<file path="config.mk">
export PLATFORM = sky130hd
export DESIGN_NAME = button_press_classifier_led_pulse_core_flat
export DESIGN_NICKNAME = d
export VERILOG_FILES = /design/src/hdl/bpc_pkg.sv /design/src/hdl/bpc_if.sv /design/src/hdl/bpc_cfg_regs.sv /design/src/hdl/bpc_press_fsm.sv /design/src/hdl/bpc_led_timer.sv /design/src/hdl/button_press_classifier_led_pulse_core.sv /design/src/flat_wrapper.sv
export SDC_FILE = /design/constraint.sdc
export NUM_CORES = 1
export LEC_CHECK = 0
export ABC_AREA = 1
export BUFFER_PORTS_ARGS = -buffer_cell sky130_fd_sc_hd__buf_4
export CORE_ASPECT_RATIO = 1.1
export CORE_MARGIN = 3
export CORE_UTILIZATION = 50
export DETAILED_ROUTE_END_ITERATION = 16
export PLACE_DENSITY = 0.74
export SYNTH_ARGS = -nofsm -noshare
export SYNTH_HDL_FRONTEND = slang
export SYNTH_SLANG_ARGS = --single-unit
export TNS_END_PERCENT = 20
</file>
<file path="constraint.sdc">
create_clock -name clk -period 2.7 [get_ports clk]
set_clock_uncertainty 0.05 [all_clocks]
set_input_delay 0.54 -clock clk [delete_from_list [all_inputs] [get_ports clk]]
set_output_delay 0.54 -clock clk [all_outputs]
set_load 0.1 [all_outputs]
</file>
<file path="src/hdl/bpc_pkg.sv">
// Shared types and constants for the button press classifier with LED pulse.
// No dependencies; compile this file first.
`default_nettype none

package bpc_pkg;

	localparam int unsigned TS_W       = 32;
	localparam int unsigned DEBOUNCE_W = 16;
	localparam int unsigned LONG_W     = 20;
	localparam int unsigned PULSE_W    = 16;
	localparam int unsigned CFG_DATA_W = 20;
	localparam int unsigned CFG_IDX_W  = 2;

	localparam logic [DEBOUNCE_W-1:0] DEBOUNCE_RST = 16'd40;
	localparam logic [LONG_W-1:0]     LONG_RST     = 20'd3000;
	localparam logic [PULSE_W-1:0]    PULSE_RST    = 16'd150;

	localparam logic [CFG_IDX_W-1:0] CFG_DEBOUNCE = 2'd0;
	localparam logic [CFG_IDX_W-1:0] CFG_LONG     = 2'd1;
	localparam logic [CFG_IDX_W-1:0] CFG_PULSE    = 2'd2;

	typedef enum logic [1:0] {
		PH_IDLE    = 2'd0,
		PH_PRESSED = 2'd1,
		PH_LONG    = 2'd2
	} phase_t;

	typedef struct packed {
		logic [DEBOUNCE_W-1:0] short_min;
		logic [LONG_W-1:0]     long_min;
		logic [PULSE_W-1:0]    pulse_len;
	} cfg_t;

	typedef struct packed {
		logic short_event;
		logic long_event;
	} press_ev_t;

endpackage

`default_nettype wire

</file>
<file path="src/hdl/bpc_if.sv">
// Valid/ready channel interfaces for poll ticks and classifier results.
// No dependencies.
`default_nettype none

interface bpc_tick_if;
	logic        valid;
	logic        ready;
	logic [31:0] now_ms;
	logic        button_down;
	logic        rx_seen;

	modport source (output valid, output now_ms, output button_down, output rx_seen,
		input ready);
	modport sink (input valid, input now_ms, input button_down, input rx_seen,
		output ready);
endinterface

interface bpc_result_if;
	logic valid;
	logic ready;
	logic short_event;
	logic long_event;
	logic led_on;

	modport source (output valid, output short_event, output long_event, output led_on,
		input ready);
	modport sink (input valid, input short_event, input long_event, input led_on,
		output ready);
endinterface

`default_nettype wire

</file>
<file path="src/hdl/bpc_cfg_regs.sv">
// Configuration registers: debounce, long-press and LED pulse times.
// Depends on bpc_pkg.
`default_nettype none

module bpc_cfg_regs (
	input  wire logic                           clk,
	input  wire logic                           arst_n,
	input  wire logic                           cfg_we,
	input  wire logic [bpc_pkg::CFG_IDX_W-1:0]  cfg_index,
	input  wire logic [bpc_pkg::CFG_DATA_W-1:0] cfg_wdata,
	output bpc_pkg::cfg_t                       cfg
);
	import bpc_pkg::*;

	cfg_t cfg_q;

	always_ff @(posedge clk or negedge arst_n) begin
		if (!arst_n) begin
			cfg_q.short_min <= DEBOUNCE_RST;
			cfg_q.long_min  <= LONG_RST;
			cfg_q.pulse_len <= PULSE_RST;
		end else if (cfg_we) begin
			case (cfg_index)
				CFG_DEBOUNCE: cfg_q.short_min <= cfg_wdata[DEBOUNCE_W-1:0];
				CFG_LONG:     cfg_q.long_min  <= cfg_wdata[LONG_W-1:0];
				CFG_PULSE:    cfg_q.pulse_len <= cfg_wdata[PULSE_W-1:0];
				default:      ; // unused index, write dropped
			endcase
		end
	end

	assign cfg = cfg_q;

endmodule

`default_nettype wire

</file>
<file path="src/hdl/bpc_press_fsm.sv">
// Press phase machine: classifies holds into short and long presses.
// Depends on bpc_pkg.
`default_nettype none

module bpc_press_fsm (
	input  wire logic                       clk,
	input  wire logic                       arst_n,
	input  wire logic                       step,
	input  wire logic [bpc_pkg::TS_W-1:0]   now_ms,
	input  wire logic                       button_down,
	input  bpc_pkg::cfg_t                   cfg,
	output bpc_pkg::press_ev_t              ev,
	output bpc_pkg::phase_t                 phase
);
	import bpc_pkg::*;

	phase_t            phase_q;
	phase_t            phase_d;
	logic [TS_W-1:0]   start_q;
	logic [TS_W-1:0]   held;
	logic              debounced;
	logic              long_hit;

	// wrapping hold time
	assign held      = now_ms - start_q;
	assign debounced = held >= {{(TS_W-DEBOUNCE_W){1'b0}}, cfg.short_min};
	assign long_hit  = held >= {{(TS_W-LONG_W){1'b0}}, cfg.long_min};

	always_comb begin
		phase_d = phase_q;
		case (phase_q)
			PH_PRESSED: begin
				if (!button_down)
					phase_d = PH_IDLE;
				else if (long_hit)
					phase_d = PH_LONG;
			end
			PH_LONG: begin
				if (!button_down)
					phase_d = PH_IDLE;
			end
			default: begin
				phase_d = button_down ? PH_PRESSED : PH_IDLE;
			end
		endcase
	end

	always_comb begin
		ev = '0;
		case (phase_q)
			PH_PRESSED: begin
				ev.short_event = !button_down && debounced;
				ev.long_event  = button_down && long_hit;
			end
			default: ev = '0;
		endcase
	end

	always_ff @(posedge clk or negedge arst_n) begin
		if (!arst_n) begin
			phase_q <= PH_IDLE;
			start_q <= '0;
		end else if (step) begin
			phase_q <= phase_d;
			if (phase_q != PH_PRESSED && phase_q != PH_LONG && button_down)
				start_q <= now_ms;
		end
	end

	assign phase = phase_q;

endmodule

`default_nettype wire

</file>
<file path="src/hdl/bpc_led_timer.sv">
// Receive-activity LED timer with a wrapping deadline.
// Depends on bpc_pkg.
`default_nettype none

module bpc_led_timer (
	input  wire logic                       clk,
	input  wire logic                       arst_n,
	input  wire logic                       step,
	input  wire logic [bpc_pkg::TS_W-1:0]   now_ms,
	input  wire logic                       rx_seen,
	input  wire logic [bpc_pkg::PULSE_W-1:0] pulse_len,
	output logic                            led_next
);
	import bpc_pkg::*;

	logic [TS_W-1:0] deadline_q;
	logic            level_q;
	logic [TS_W-1:0] since;
	logic            expired;

	// deadline reached when the wrapping difference is non-negative
	assign since   = now_ms - deadline_q;
	assign expired = level_q && !since[TS_W-1];

	assign led_next = rx_seen || (level_q && !expired);

	always_ff @(posedge clk or negedge arst_n) begin
		if (!arst_n) begin
			deadline_q <= '0;
			level_q    <= 1'b0;
		end else if (step) begin
			if (rx_seen) begin
				deadline_q <= now_ms + {{(TS_W-PULSE_W){1'b0}}, pulse_len};
				level_q    <= 1'b1;
			end else if (expired) begin
				deadline_q <= '0;
				level_q    <= 1'b0;
			end
		end
	end

endmodule

`default_nettype wire

</file>
<file path="src/hdl/button_press_classifier_led_pulse_core.sv">
// Top level: input register, press classifier, LED timer and result register.
// Depends on bpc_pkg, bpc_if, bpc_cfg_regs, bpc_press_fsm, bpc_led_timer.
//
//   port     dir  handshake      payload
//   in_ch    in   valid/ready    now_ms[31:0], button_down, rx_seen
//   out_ch   out  valid/ready    short_event, long_event, led_on
//   cfg_*    in   cfg_we only    cfg_index[1:0], cfg_wdata[19:0]
//
// One request per cycle sustained while out_ch is ready; path: input register,
// then result register, with the single-pass compare/add logic between them.
// Reset: phase idle, LED off, registers at 40 / 3000 / 150 ms.
// A stalled result holds the result register; the input register still takes a
// new request while empty, and in_ch.ready drops only when both registers are full.
`default_nettype none

module button_press_classifier_led_pulse_core (
	input  wire logic                           clk,
	input  wire logic                           arst_n,
	bpc_tick_if.sink                            in_ch,
	bpc_result_if.source                        out_ch,
	input  wire logic                           cfg_we,
	input  wire logic [bpc_pkg::CFG_IDX_W-1:0]  cfg_index,
	input  wire logic [bpc_pkg::CFG_DATA_W-1:0] cfg_wdata
);
	import bpc_pkg::*;

	cfg_t            cfg;
	logic            valid_s1;
	logic [TS_W-1:0] now_s1;
	logic            button_s1;
	logic            rx_s1;
	logic            adv_s1;
	press_ev_t       ev;
	phase_t          phase;
	logic            led_next;
	logic            out_valid_q;
	press_ev_t       ev_q;
	logic            led_q;

	bpc_cfg_regs u_cfg (
		.clk       (clk),
		.arst_n    (arst_n),
		.cfg_we    (cfg_we),
		.cfg_index (cfg_index),
		.cfg_wdata (cfg_wdata),
		.cfg       (cfg)
	);

	assign adv_s1      = valid_s1 && (!out_valid_q || out_ch.ready);
	assign in_ch.ready = !valid_s1 || adv_s1;

	always_ff @(posedge clk or negedge arst_n) begin
		if (!arst_n)
			valid_s1 <= 1'b0;
		else if (in_ch.ready)
			valid_s1 <= in_ch.valid;
	end

	always_ff @(posedge clk) begin
		if (in_ch.ready && in_ch.valid) begin
			now_s1    <= in_ch.now_ms;
			button_s1 <= in_ch.button_down;
			rx_s1     <= in_ch.rx_seen;
		end
	end

	bpc_press_fsm u_press (
		.clk         (clk),
		.arst_n      (arst_n),
		.step        (adv_s1),
		.now_ms      (now_s1),
		.button_down (button_s1),
		.cfg         (cfg),
		.ev          (ev),
		.phase       (phase)
	);

	bpc_led_timer u_led (
		.clk       (clk),
		.arst_n    (arst_n),
		.step      (adv_s1),
		.now_ms    (now_s1),
		.rx_seen   (rx_s1),
		.pulse_len (cfg.pulse_len),
		.led_next  (led_next)
	);

	always_ff @(posedge clk or negedge arst_n) begin
		if (!arst_n)
			out_valid_q <= 1'b0;
		else if (adv_s1)
			out_valid_q <= 1'b1;
		else if (out_ch.ready)
			out_valid_q <= 1'b0;
	end

	always_ff @(posedge clk) begin
		if (adv_s1) begin
			ev_q  <= ev;
			led_q <= led_next;
		end
	end

	assign out_ch.valid       = out_valid_q;
	assign out_ch.short_event = ev_q.short_event;
	assign out_ch.long_event  = ev_q.long_event;
	assign out_ch.led_on      = led_q;

	a_ev_exclusive: assert property (@(posedge clk) disable iff (!arst_n)
		out_ch.valid |-> !(out_ch.short_event && out_ch.long_event))
		else $error("short and long press reported on the same tick");

	a_long_enters_long: assert property (@(posedge clk) disable iff (!arst_n)
		(adv_s1 && ev.long_event) |=> (phase == PH_LONG))
		else $error("long press reported without entering long phase");

	a_short_to_idle: assert property (@(posedge clk) disable iff (!arst_n)
		(adv_s1 && ev.short_event) |=> (phase == PH_IDLE))
		else $error("short press reported without returning to idle");

	a_full_blocks_input: assert property (@(posedge clk) disable iff (!arst_n)
		(valid_s1 && !adv_s1) |-> !in_ch.ready)
		else $error("input taken while the input register is held");

endmodule

`default_nettype wire
</file>
<file path="src/flat_wrapper.sv">
// flat-port wrapper written by rule: the top's interface ports become plain ports
module button_press_classifier_led_pulse_core_flat import bpc_pkg::*;
  (clk, arst_n, cfg_we, cfg_index, cfg_wdata, in_ch_valid, in_ch_now_ms, in_ch_button_down, in_ch_rx_seen, in_ch_ready, out_ch_valid, out_ch_short_event, out_ch_long_event, out_ch_led_on, out_ch_ready);
  bpc_tick_if in_ch_i ();
  bpc_result_if out_ch_i ();
  input  wire logic clk;
  input  wire logic arst_n;
  input  wire logic cfg_we;
  input  wire logic [bpc_pkg::CFG_IDX_W-1:0] cfg_index;
  input  wire logic [bpc_pkg::CFG_DATA_W-1:0] cfg_wdata;
  input wire logic [$bits(in_ch_i.valid)-1:0] in_ch_valid;
  input wire logic [$bits(in_ch_i.now_ms)-1:0] in_ch_now_ms;
  input wire logic [$bits(in_ch_i.button_down)-1:0] in_ch_button_down;
  input wire logic [$bits(in_ch_i.rx_seen)-1:0] in_ch_rx_seen;
  output wire logic [$bits(in_ch_i.ready)-1:0] in_ch_ready;
  output wire logic [$bits(out_ch_i.valid)-1:0] out_ch_valid;
  output wire logic [$bits(out_ch_i.short_event)-1:0] out_ch_short_event;
  output wire logic [$bits(out_ch_i.long_event)-1:0] out_ch_long_event;
  output wire logic [$bits(out_ch_i.led_on)-1:0] out_ch_led_on;
  input wire logic [$bits(out_ch_i.ready)-1:0] out_ch_ready;
  assign in_ch_i.valid = in_ch_valid;
  assign in_ch_i.now_ms = in_ch_now_ms;
  assign in_ch_i.button_down = in_ch_button_down;
  assign in_ch_i.rx_seen = in_ch_rx_seen;
  assign in_ch_ready = in_ch_i.ready;
  assign out_ch_valid = out_ch_i.valid;
  assign out_ch_short_event = out_ch_i.short_event;
  assign out_ch_long_event = out_ch_i.long_event;
  assign out_ch_led_on = out_ch_i.led_on;
  assign out_ch_i.ready = out_ch_ready;
  button_press_classifier_led_pulse_core u_core (.clk(clk), .arst_n(arst_n), .in_ch(in_ch_i), .out_ch(out_ch_i), .cfg_we(cfg_we), .cfg_index(cfg_index), .cfg_wdata(cfg_wdata));
endmodule
</file>
Word-level counts from Yosys, hierarchy flattened
Index checks and enable logic that the tools add are counted.
{"block": "op_classes", "n_reduce_logical": 25, "n_eq_ne": 8, "addsub": 3, "mux": 11, "magnitude_cmp": 2}
{"op": "$mux W32", "count": 2}
{"op": "$sub A32 B32 Y32", "count": 2}
{"op": "$add A32 B16 Y32", "count": 1}
{"op": "$ge A32 B16 Y1", "count": 1}
{"op": "$ge A32 B20 Y1", "count": 1}
{"op": "$reduce_and A2 Y1", "count": 5}
{"op": "$logic_and A1 B1 Y1", "count": 8}
{"op": "$mux W2", "count": 3}
{"op": "$logic_not A1 Y1", "count": 5}
{"op": "$mux W1", "count": 5}
{"op": "$eq A2 B1 Y1 const B", "count": 2}
{"op": "$eq A2 B2 Y1 const B", "count": 2}
{"op": "$ne A2 B2 Y1 const B", "count": 2}
{"op": "$pmux W2 S2", "count": 1}
{"op": "$reduce_bool A2 Y1", "count": 2}
{"op": "$logic_or A1 B1 Y1", "count": 3}
{"op": "$ne A3 B3 Y1 const B", "count": 1}
{"op": "$reduce_and A3 Y1", "count": 1}
{"op": "$logic_not A2 Y1", "count": 1}
{"op": "$ne A2 B1 Y1 const B", "count": 1}
{"block": "word_totals", "word_cells": 64, "in_bits": 61, "reg_bits": 158, "out_inout_bits": 5}

Depth between registers and ports, before layout
{"block": "logic_depth", "ltp_word": 6, "depth_mapped": 25, "ltp_nobuf": 25}

Cells and area by module
From an unflattened synthesis, not the netlist that was laid out.
{"block": "unflattened", "cells_unflattened": 1760, "hier_area_um2": 12164.2}
{"module": "bpc_press_fsm", "seq_area_each_um2": 850.8, "instances": 1, "cells_per_inst": 809, "area_each_um2": 4768.3}
{"module": "bpc_led_timer", "seq_area_each_um2": 825.8, "instances": 1, "cells_per_inst": 669, "area_each_um2": 3983.8}
{"module": "bpc_cfg_regs", "seq_area_each_um2": 1317.5, "instances": 1, "cells_per_inst": 233, "area_each_um2": 2205.9}
{"module": "button_press_classifier_led_pulse_core", "seq_area_each_um2": 1161.1, "instances": 1, "cells_per_inst": 49, "area_each_um2": 1206.2}

Worst setup path before layout
No wires, ideal clock.
{"block": "synth_timing", "path_type": "reg2reg", "from": "reg u_core.out_valid_q, in the netlist u_core.out_ch.valid", "to": "reg u_core.button_s1 (enable)", "arrival_ns": 2.687, "setup_time_ns": 0.411, "t_required_ns": 2.239, "n_path_buf": 0, "setup_slack_ns": -0.448, "period_less_slack_ns": 3.148, "path_stages_with_launch": 4, "cell_sequence": "dfrtp_1 -> nand3_1 -> nand2_1 -> inv_1"}
{"block": "synth_between", "elab_chain_len": 5}
{"element": "start, declared", "line_no": "button_press_classifier_led_pulse_core.sv:36", "rtl": "logic out_valid_q;"}
{"element": "start signal, assigned", "line_no": "button_press_classifier_led_pulse_core.sv:90", "rtl": "out_valid_q <= 1'b0;"}
{"element": "start signal, assigned", "line_no": "button_press_classifier_led_pulse_core.sv:92", "rtl": "out_valid_q <= 1'b1;"}
{"element": "start signal, assigned", "line_no": "button_press_classifier_led_pulse_core.sv:94", "rtl": "out_valid_q <= 1'b0;"}
{"element": "$logic_not A1 Y1", "line_no": "button_press_classifier_led_pulse_core.sv:49", "rtl": "assign adv_s1 = valid_s1 && (!out_valid_q || out_ch.ready);"}
{"element": "$logic_or A1 B1 Y1", "line_no": "button_press_classifier_led_pulse_core.sv:49"}
{"element": "$logic_and A1 B1 Y1", "line_no": "button_press_classifier_led_pulse_core.sv:49"}
{"element": "$logic_or A1 B1 Y1", "line_no": "button_press_classifier_led_pulse_core.sv:50", "rtl": "assign in_ch.ready = !valid_s1 || adv_s1;"}
{"element": "named net in_ch_ready", "line_no": "flat_wrapper.sv:15", "rtl": "output wire logic [$bits(in_ch_i.ready)-1:0] in_ch_ready;"}
{"element": "$logic_and A1 B1 Y1", "line_no": "button_press_classifier_led_pulse_core.sv:60", "rtl": "if (in_ch.ready && in_ch.valid) begin"}
{"element": "end signal, assigned", "line_no": "button_press_classifier_led_pulse_core.sv:62", "rtl": "button_s1 <= in_ch.button_down;"}
{"element": "end, declared", "line_no": "button_press_classifier_led_pulse_core.sv:30", "rtl": "logic button_s1;"}
The timed path passes the listed nets, and every way through them passes these cells.
A chain may end at the register's enable or synchronous reset.

Final worst setup path
{"block": "layout_timing", "from": "reg u_core.now_s1[0]", "to": "reg u_core.u_press.phase_q[1], in the netlist u_core.u_press.phase[1]"}
{"block": "layout_between", "elab_chain_len": 4}
{"element": "start, declared", "line_no": "button_press_classifier_led_pulse_core.sv:29", "rtl": "logic [TS_W-1:0] now_s1;"}
{"element": "start signal, assigned", "line_no": "button_press_classifier_led_pulse_core.sv:61", "rtl": "now_s1 <= in_ch.now_ms;"}
{"element": "$sub A32 B32 Y32", "line_no": "bpc_press_fsm.sv:25", "rtl": "assign held = now_ms - start_q;"}
{"element": "$ge A32 B20 Y1", "line_no": "bpc_press_fsm.sv:27", "rtl": "assign long_hit = held >= {{(TS_W-LONG_W){1'b0}}, cfg.long_min};"}
{"element": "$ne A3 B3 Y1 (no source line)"}
{"element": "$reduce_and A3 Y1 (no source line)"}
{"element": "end signal, assigned", "line_no": "bpc_press_fsm.sv:64", "rtl": "phase_q <= phase_d;"}
{"element": "end, declared", "line_no": "bpc_press_fsm.sv:17", "rtl": "phase_t phase_q;"}
No other way between the ends.

==> metrics <==
DRT Pass-1 Iters 6; Seq/Total Area, Yosys 37.57%; antenna violations before repair 1; M1 WL 13460 um; Mapped Cells 1517; Switching Share 42.86%; Global Route Usage Sum 24.41%; internal power 8.405 mW; Placed Area 0.01293 mm^2; RSZ-0062 raised after global routing true; vias per inst 5.113; number of enable flip-flop cells after synthesis 37; CTS tree yes; Max Slew Vio Count 0; crit path kind reg -> reg; Max-Cap Viols 0; FF-to-FF path depth 25; combinational share of power 58.9%; period utilization 117.9%; synth unique cells 41; first-pass GRT wire length 47270 um; Clk Latency, worst-skew pair 0.43 ns; Die Y 162.0 um; Final Util 65.10%; Clock transition at path regs 0.07 ns; Final nets 1904; Inserted Clock Buffers 17; Mapped Area 0.01106 mm^2; Crit. End Element register; # DRC 0; IO Port Bufs 65; Synth Warn # 0; Slew @ Worst Pin 0.8996 ns; WL met2 13710 um; Post-DRT Antenna Nets 0; CTS root buffer clkbuf_16; Routed WL 29540 um; hold_ws 0.2262 ns; final instance area 0.01400 mm^2; Final Critical Period 3.182 ns; share of cells above drive strength 1 21.33%; top post-synthesis cells by count nand2_1, inv_1, ha_1, dfrtp_1, a21oi_1; Core Footprint 0.02151 mm^2; vias 10.37k; Hold Crit Class in -> reg; diode count 0; Initial Utilization 51.41%; Worst EP required 3.02 ns; Max Buffers Root-to-Sink 2; Hold Path Sink u_core.now_s1[26]; relative slew slack 39.88%; number of global-route vias before repair 9929; Congestion Overflow GR 0; synth top area cells dfrtp_1, nand2_1, ha_1, edfxtp_1, inv_1; Die X 147.8 um; row count 56; hpwl dp 22430 um; status complete, but fails checks; Max IR drop VDD 0.0005277 V; R2R Setup Slk -0.48 ns; syn_nets 1695; ys async rst share 76.58%; WP data arrival 3.50 ns; met3 WL 1652 um; synthesized area per cell 7.290 um^2; WL/cell 14.56 um; worst setup margin -0.4820 ns; leading area contributor after synthesis dfrtp_1; Reg power frac 23.7%; CP Max Fanout 4; reg2reg start u_core.now_s1[0]; Final Hold Viols 0; clk sink count 158; Iteration-0 DRC Markers 784; Clock power frac 17.4%; Final GP Congestion 0.9559; failing checks setup timing; static leakage 7.450 nW; type of origin of the critical path register; Top-Level Pins 66; Max Used Layer met4; Power Dens Cells 1050 mW/mm^2; Synth top area share 24.44%; Most used DFF post-synth dfrtp_1; FF-to-FF End u_core.u_press.phase[1]; Switch Pwr 6.304 mW; H-tree levels 4; largest net degree at the start of global routing 65; DIE AREA 0.02394 mm^2; most frequent cell after synthesis nand2_1; Area growth syn-to-layout 26.62%; FF+latch count, synth 158; final-layout fill cell count 1763; fmax 0.3143 GHz; final setup fails 4; Min-Delay Startpoint in_ch_now_ms[26]; worst hold stages 1
power by group through the flow:
stage	Sequential (mW)	Clock (mW)	Combinational, mW
3_3_place_gp	3.46	0	7.56
2_1_floorplan	3.50	0	4.97
3_5_place_dp	3.49	0	7.84
6_report	3.48	2.56	8.67
5_1_grt	3.56	2.68	9.75
4_1_cts	3.46	2.58	8.03
per-stage QoR:
| step | power, mW | TNS (ns) | setup WS, ns | std cells |
|---|---|---|---|---|
| 5_1_grt | 15.99 | -2.758 | -0.6512 | 2029 |
| 3_3_place_gp | 11.03 | -1.192 | -0.3245 | 1988 |
| 2_1_floorplan | 8.469 | -0.3747 | -0.09879 | 1517 |
| 3_5_place_dp | 11.33 | -1.785 | -0.4692 | 1988 |
| 4_1_cts | 14.07 | -1.496 | -0.4048 | 2023 |
| 6_report | 14.71 | -1.741 | -0.4820 | 2029 |
critical path, stage by stage, from the launching register on:
cell and delay (ns):
edfxtp_1 0.42, inv_2 0.10, ha_4 0.13, inv_2 0.04
fa_2 0.36, nand3_2 0.10, nand3_4 0.09, nand2_2 0.09
nand2_4 0.06, xor2_2 0.19, ha_1 0.30, nand2_2 0.09
nor2_2 0.05, nor3_2 0.11, nand2_1 0.11, nand2_1 0.08
nand2_1 0.07, nand2_1 0.07, nand2_1 0.06, nand2_1 0.07
nand2_1 0.06, nor2_2 0.12, nand3_2 0.11, nand2_2 0.08
nand2_1 0.05, nand2_1 0.07
repair_timing:
item,4_1_cts,5_1_grt
resized for setup,9,72
buffers inserted,2,6
hold endpoints to repair,2,0
pin swaps,2,16
endpoints found under the setup margin,5,24
hold buffers,1,0
kinds of logic after synthesis:
family                   count (synthesis)  synth area share, %
flip-flops                             158                37.57
adder cells (fa/ha/maj)                117                13.37
XOR/XNOR                                20                1.584
buffers and inverters                  309                10.52
AND/OR/NAND/NOR                        682                25.93
AO/OA/AOI/OAI                          231                11.02
layer usage:
layer | GRT usage [%] | vias to the layer above
met5 | 0 | -
met1 | 33.98 | 4786
li1 | - | 5239
met3 | 3.181 | 63
met2 | 40.25 | 286
met4 | 6.992 | 0
area by class of cell:
type                            instances  area (um^2)  share of cell area, %
Timing Repair Buffer                  215         1658                  11.84
Inverter                              284         1066                  7.613
Multi-Input combinational cell       1050         6155                  43.95
Clock inverter                         15        181.4                  1.296
Tap cell                              290        362.8                  2.591
Clock buffer                           17        425.4                  3.038
Sequential cell                       158         4155                  29.67
cells in the final DEF (no fill, tap or decap), drive strengths merged, types with 4 or more instances in the layout:
cell	n
a21oi	102
clkbuf	17
a21o	5
o21ai	106
edfxtp	37
nand4	12
inv	290
nand3b	6
nand3	83
ha	115
xor2	17
nor2	109
buf	214
dfrtp	108
clkinv	4
nand2	444
dfstp	13
a211oi	6
nor3	17
registers in the layout, indices dropped and copies added (netlist names):
register and flops:
u_core.u_cfg.cfg 52, u_core.rx_s1 1, u_core.u_press.phase 2, u_core.now_s1 32, u_core.out_ch.valid 1, u_core.valid_s1 1, u_core.u_led.deadline_q 32, u_core.u_press.start_q 32
u_core.u_led.level_q 1, u_core.out_ch.long_event 1, u_core.out_ch.short_event 1, u_core.out_ch.led_on 1, u_core.button_s1 1
how the worst max path moves through the flow:
stage | from | end | slack [ns]
after global routing | u_core.now_s1[0] | u_core.u_press.phase[1] | -0.65
after CTS | u_core.now_s1[0] | u_core.u_press.phase[1] | -0.40
after floorplan | u_core.now_s1[0] | u_core.out_ch.short_event | -0.1
final | u_core.now_s1[0] | u_core.u_press.phase[1] | -0.48
after detailed placement | u_core.now_s1[6] | u_core.u_press.phase[1] | -0.47
after global placement | u_core.now_s1[6] | u_core.u_press.phase[1] | -0.32
Power figures use the tool's default switching activity.
